File: src/rtl/pirm_div.sv
// Restoring divider, one quotient bit per cycle while busy, shared by all divisions.
// Depends on nothing; started by a one-cycle go pulse.
module pirm_div #(
    parameter int DW = 24,
    parameter int VW = 17
) (
    input  logic          clk,
    input  logic          rst_n,
    input  logic          go,
    input  logic [DW-1:0] dividend,
    input  logic [VW-1:0] divisor,
    output logic          done,
    output logic [DW-1:0] quot,
    output logic [VW-1:0] rem
);
    localparam int CW = $clog2(DW + 1);

    logic [DW-1:0] quot_reg;
    logic [VW-1:0] rem_reg;
    logic [VW-1:0] dvs_reg;
    logic [CW-1:0] cnt_reg;
    logic          busy_reg;
    logic          done_reg;
    logic [VW:0]   trial;
    logic [VW:0]   diff;

    // shift in the next dividend bit and try the subtraction
    assign trial = {rem_reg, quot_reg[DW-1]};
    assign diff  = trial - {1'b0, dvs_reg};

    always_ff @(posedge clk or negedge rst_n)
    begin
        if (!rst_n)
        begin
            busy_reg <= 1'b0;
            done_reg <= 1'b0;
            cnt_reg  <= '0;
        end
        else
        begin
            done_reg <= busy_reg && !go && (cnt_reg == CW'(DW - 1));
            if (go)
            begin
                busy_reg <= 1'b1;
                cnt_reg  <= '0;
                quot_reg <= dividend;
                rem_reg  <= '0;
                dvs_reg  <= divisor;
            end
            else if (busy_reg)
            begin
                if (!diff[VW])
                begin
                    rem_reg  <= diff[VW-1:0];
                    quot_reg <= {quot_reg[DW-2:0], 1'b1};
                end
                else
                begin
                    rem_reg  <= trial[VW-1:0];
                    quot_reg <= {quot_reg[DW-2:0], 1'b0};
                end
                cnt_reg <= cnt_reg + 1'b1;
                if (cnt_reg == CW'(DW - 1))
                begin
                    busy_reg <= 1'b0;
                end
            end
        end
    end

    assign done = done_reg;
    assign quot = quot_reg;
    assign rem  = rem_reg;

endmodule

File: config.mk
export PLATFORM = sky130hd
export DESIGN_NAME = pirm_div
export DESIGN_NICKNAME = d
export VERILOG_FILES = /design/src/rtl/pirm_div.sv
export SDC_FILE = /design/constraint.sdc
export NUM_CORES = 1
export LEC_CHECK = 0
export BUFFER_PORTS_ARGS = -buffer_cell sky130_fd_sc_hd__buf_2
export CORE_MARGIN = 2
export CORE_UTILIZATION = 34
export CTS_BUF_LIST = sky130_fd_sc_hd__clkbuf_8
export DETAILED_ROUTE_END_ITERATION = 7
export GPL_TIMING_DRIVEN = 0
export HOLD_SLACK_MARGIN = 0.05
export SYNTH_ARGS = -nofsm -noshare
export SYNTH_HDL_FRONTEND = slang
export SYNTH_SLANG_ARGS = --single-unit
File: constraint.sdc
create_clock -name clk -period 3.73 [get_ports clk]
set_input_delay 0.5595 -clock clk [delete_from_list [all_inputs] [get_ports clk]]
set_output_delay 0.5595 -clock clk [all_outputs]
set_load 0.01 [all_outputs]
# Word level (Yosys, flattened, before mapping)
# Index checks and enable logic that the tools add are counted.
# word_totals
register_bits,65
inputBits,44
elab_cells,25
# op_classes
add_sub_neg,2
eq_ne,1
n_mux,10
n_reduce_logical,6
# op_table
operator,n
$mux 24,2
$mux 17,2
$sub 18x17->18,1
$mux 5,2
$add 5x1->5 const B,1
$eq 5x5->1 const B,1
$mux 1,4
$reduce_and 2->1,2
$logic_and 1x1->1,2
$reduce_bool 2->1,1
$logic_not 1->1,1

# Logic depth before layout (Yosys ltp)
# logic_depth
ltp_word,4
depth_mapped,11

# Worst setup path before layout
# No wires, ideal clock.
# synth_path
path_kind,register -> register
from,"register rem_reg[11], in the netlist rem[11]"
to,"register rem_reg[0], in the netlist rem[0], data pin"
t_arrival_ns,2.199
setup_slack_ns,1.270
path_stages_with_launch,10
n_path_buf,1
period_less_slack_ns,2.460
cell_sequence,edfxtp_1 > ha_1 > a21oi_1 > o21a_1 > o211ai_2 > nand3b_4 > xor2_4 > buf_6 > nand3_1 > o311a_1
# synth_between
elab_chain_len,3
# synth_lines
element,line_no,source
start: declaration,19,logic [VW-1:0] rem_reg;
start signal: assignment,54,rem_reg <= diff[VW-1:0];
start signal: assignment,59,rem_reg <= trial[VW-1:0];
$sub 18x17->18,29,"assign diff = trial - {1'b0, dvs_reg};"
$mux 17,52,if (!diff[VW])
$mux 17,50,else if (busy_reg)
# No other way between the ends.
# A chain may end at the register's enable or synchronous reset.

# Final worst setup path
# layout_path
from,"register rem_reg[11], in the netlist rem[11]"
to,"register rem_reg[13], in the netlist rem[13], data pin"
# Same word-level chain as after synthesis.

==> flow_summary_export.csv <==
group,metric,value,unit
logic_synthesis,synthesis.area,0.00371,mm2
setup_path,worst_ep_required_time,3.89,ns
power,pwr-share-seq,40.8,%
global_routing,grt_antenna_before_repair,0,
logic_synthesis,ys_seq_elements,65,
global_routing,globalRouteTotalUtil,15.2,%
sta,finalSetupViolations,0,
setup_path,cpLargestDelayFamily,"compound AO/OA/AOI/OAI gates",
clocking,worst_setup_hold_path_clk_slew,0.07,ns
cells_and_area,layout.cells.most_common_list,"85 x buf_2, 58 x edfxtp_1, 29 x nor2_1, 28 x nand2_1",
setup_path,critical_path_peak_fanout,9,
place,placement.cell_area,0.00431,mm2
logic_synthesis,synth.top_cell.area_share,46.9,%
cells_and_area,post-route-cell-area,0.00449,mm2
cells_and_area,antennaDiodeCount,0,
setup_path,worst_path_max_delay_cell,"xnor2_1",
logic_synthesis,syn_avg_cell_area,11.8,um2
route,detail_route.vias_per_cell,4.99,
setup_path,critPathArrivalTime,3.07,ns
sta,period_needed,2.90,ns
setup_path,critical_path.max_stage_delay,0.63,ns
die,initial_utilization,34.6,%
outcome,run_status,"completed",
cells_and_area,area_growth_syn_to_layout,20.8,%
route,drt_pre_antenna_iters,4,
run,drv.max_cap_violation_count,0,
logic_synthesis,syn_nets,379,
route,post-route-drc-count,0,
cells_and_area,largest_register_ff_count,24,
global_routing,grt_overflow_total,0,
setup_path,critPathKind,"flop to flop",
global_routing,first_pass_grt_wire_length,13.6,mm
power,p_per_area,533,mW/mm2
route,num_vias,2776,
route,antenna_violating_nets_post_route,0,
clocking,number_of_sinks_handled_by_clock_tree_synthesis,65,
power,power_switching_share,34.3,%
power,leakagePower,1.92,nW
cells_and_area,utilization,41.8,%
place,buffer_ports.inserted,84,
power,power.internal,1.57,mW
clocking,clock_tree_root_buffer_cell,"clkbuf_8",
sta,worst_hold_slack,0.233,ns
global_routing,vias_in_the_first_global_route,2774,
logic_synthesis,netlist-cell-type-count,47,
clocking,cts_hold_buf,0,
sta,maxClockFrequency,345,MHz
die,chipWidth,109,um
power,ir_drop,211,uV
setup_path,worstSetupStartpoint,"rem[11]",
place,post_dp_hpwl,6.22,mm
clocking,insertion_delay_of_the_later_clocked_pin_in_the_worst_skew_pair,0.34,ns
route,avgRoutedWirePerCell,15.3,um
route,drt_iter0_markers,120,
logic_synthesis,cell_accounting_for_the_most_synthesized_area,"edfxtp_1",
setup_path,start_kind,"flop",
sta,least_margin_pin_slew,1.03,ns
sta,final.setup_skew,0.00658,ns
sta,rsz0062_at_grt,"no",
sta,totalNegativeSetupSlack,0,ns
cells_and_area,commonest_non_fill_non_tap_cell_in_the_layout,"buf_2",
clocking,max-clock-path-buffers,2,
die,design.die.area,0.0118,mm2
clocking,cts-htree-levels,3,
clocking,cts_tree,"yes",
cells_and_area,nNetsFinal,474,
setup_path,path_cells,"ha_1 -> a21oi_1 -> o21a_1 -> o211ai_2 -> nand3b_4 -> xnor2_1 -> nand2_1 -> a311oi_2",
die,ios,86,
setup_path,reg_to_reg_startpoint,"rem[11]",
die,rows,38,
logic_synthesis,top_area_cells_in_the_synthesized_netlist,"edfxtp_1 47%, mux2_2 7.0%, ha_1 6.1%",
power,switchingPower,819,uW
setup_path,endpoint_kind,"flop",
logic_synthesis,post_synthesis_instance_total,316,
sta,timing.slew.headroom,31.0,%
die,die_y,109,um
power,clockPowerShare,23.8,%
cells_and_area,post_route_cells_drive_above_1_share,33.2,%
sta,timing_max_transition_violations_final,0,
power,post-layout-total-power,2.39,mW
clocking,post_cts_buffers,0,
logic_synthesis,synth-seq-area-share,51.6,%
route,drt_wl_total,8.50,mm
place,routabilityCongestion,0.811,
die,floorplan.core_area,0.0107,mm2
setup_path,critPathBufInv,0,
logic_synthesis,synth.yosys.warnings,0,
worst_hold_path,hold_path_class,"input pin to asynchronous set/reset pin",
sta,post-route-period-util,77.8,%
sta,finalHoldViolations,0,
power,combinationalPowerShare,35.3,%
cells_and_area,fillers,1095,
clocking,post_cts.resized_instances,0,
clocking,cts-buffers-inserted,9,
global_routing,grt_start_max_net_pins,27,
[layout make-up]
cell class                 count  area, um2  share of cell area [%]
buffer                        12       53.8                    1.20
tap                          140        175                    3.90
inverter                      20       75.1                    1.67
multi-input combinational    219       1670                    37.2
timing repair buffer          84        420                    9.36
sequential                    65       1920                    42.7
clock inverter                 7       55.1                    1.23
clock buffer                   9        124                    2.76
[cell families after synthesis]
| family | count (synthesis) | synth area share, % |
|---|---|---|
| flip-flops | 65 | 51.6 |
| adder cells (fa/ha/maj) | 19 | 6.60 |
| XOR/XNOR | 21 | 5.46 |
| AND/OR/NAND/NOR | 84 | 10.9 |
| AO/OA/AOI/OAI | 63 | 12.6 |
| multiplexers | 32 | 9.40 |
| buffers and inverters | 32 | 3.47 |
[worst register-to-register path, delay by kind of cell (launching register included)]
kind	cells	cell delay (ns)
flops	1	0.47
simple gates	2	0.36
compound gates	4	0.85
xor+xnor	1	0.63
fa+ha+maj	1	0.41
[worst paths after layout]
kind | endpoint | slack, ns | depth (start not counted)
max in group asynchronous | cnt_reg[4] | 3.11 | 1
worst max register to register | rem[13] | 0.83 | 8
worst max-delay path | rem[13] | 0.83 | 8
worst min register to register | cnt_reg[4] | 0.55 | 2
min in group clk | dvs_reg[12] | 0.39 | 1
worst min-delay path | cnt_reg[2] | 0.23 | 1
[metrics by stage]
step                worst slack (ns)  std cells
detailed placement             0.823        540
finish                         0.828        556
floorplan                       1.27        316
global placement               0.812        540
global route                   0.633        556
CTS                            0.775        556
[synthesized netlist by cell type (all sizes together)]
cell and n:
o211ai 5, fa 1, o41ai 2, inv 20, o22ai 1, o21a 4, nor3b 1, a21o 1
nand3b 2, o311a 2, xor2 13, o21bai 1, o21ai 10, nand2 32, nand4 4, a211oi 8
mux2 23, buf 3, nand2b 5, a41oi 1, a21oi 19, and2 1, o31ai 2, nor2b 1
clkbuf 9, dfrtp 7, mux2i 9, and3 1, nand4b 1, nand3 5, edfxtp 58, nor3 2
a311oi 6, a221oi 1, nor2 29, xnor2 8, ha 18
[power groups by stage]
stage / Sequential, mW / Combinational, mW / Clock (mW)
floorplan: 1.00 / 0.600 / 0
global placement: 0.992 / 0.838 / 0
detailed placement: 0.994 / 0.844 / 0
CTS: 0.980 / 0.849 / 0.588
global route: 0.989 / 0.939 / 0.613
finish: 0.977 / 0.845 / 0.570
[metal layers]
| metal | track usage [%] | vias up | share of wire, % |
|---|---|---|---|
| met3 | 5.18 | 10 | 8.1 |
| met4 | 3.85 | 0 | 1.1 |
| met5 | 0 | - | 0 |
| met2 | 24.4 | 108 | 46 |
| li1 | - | 1358 | - |
| met1 | 19.6 | 1300 | 44 |
Power figures use the tool's default switching activity.
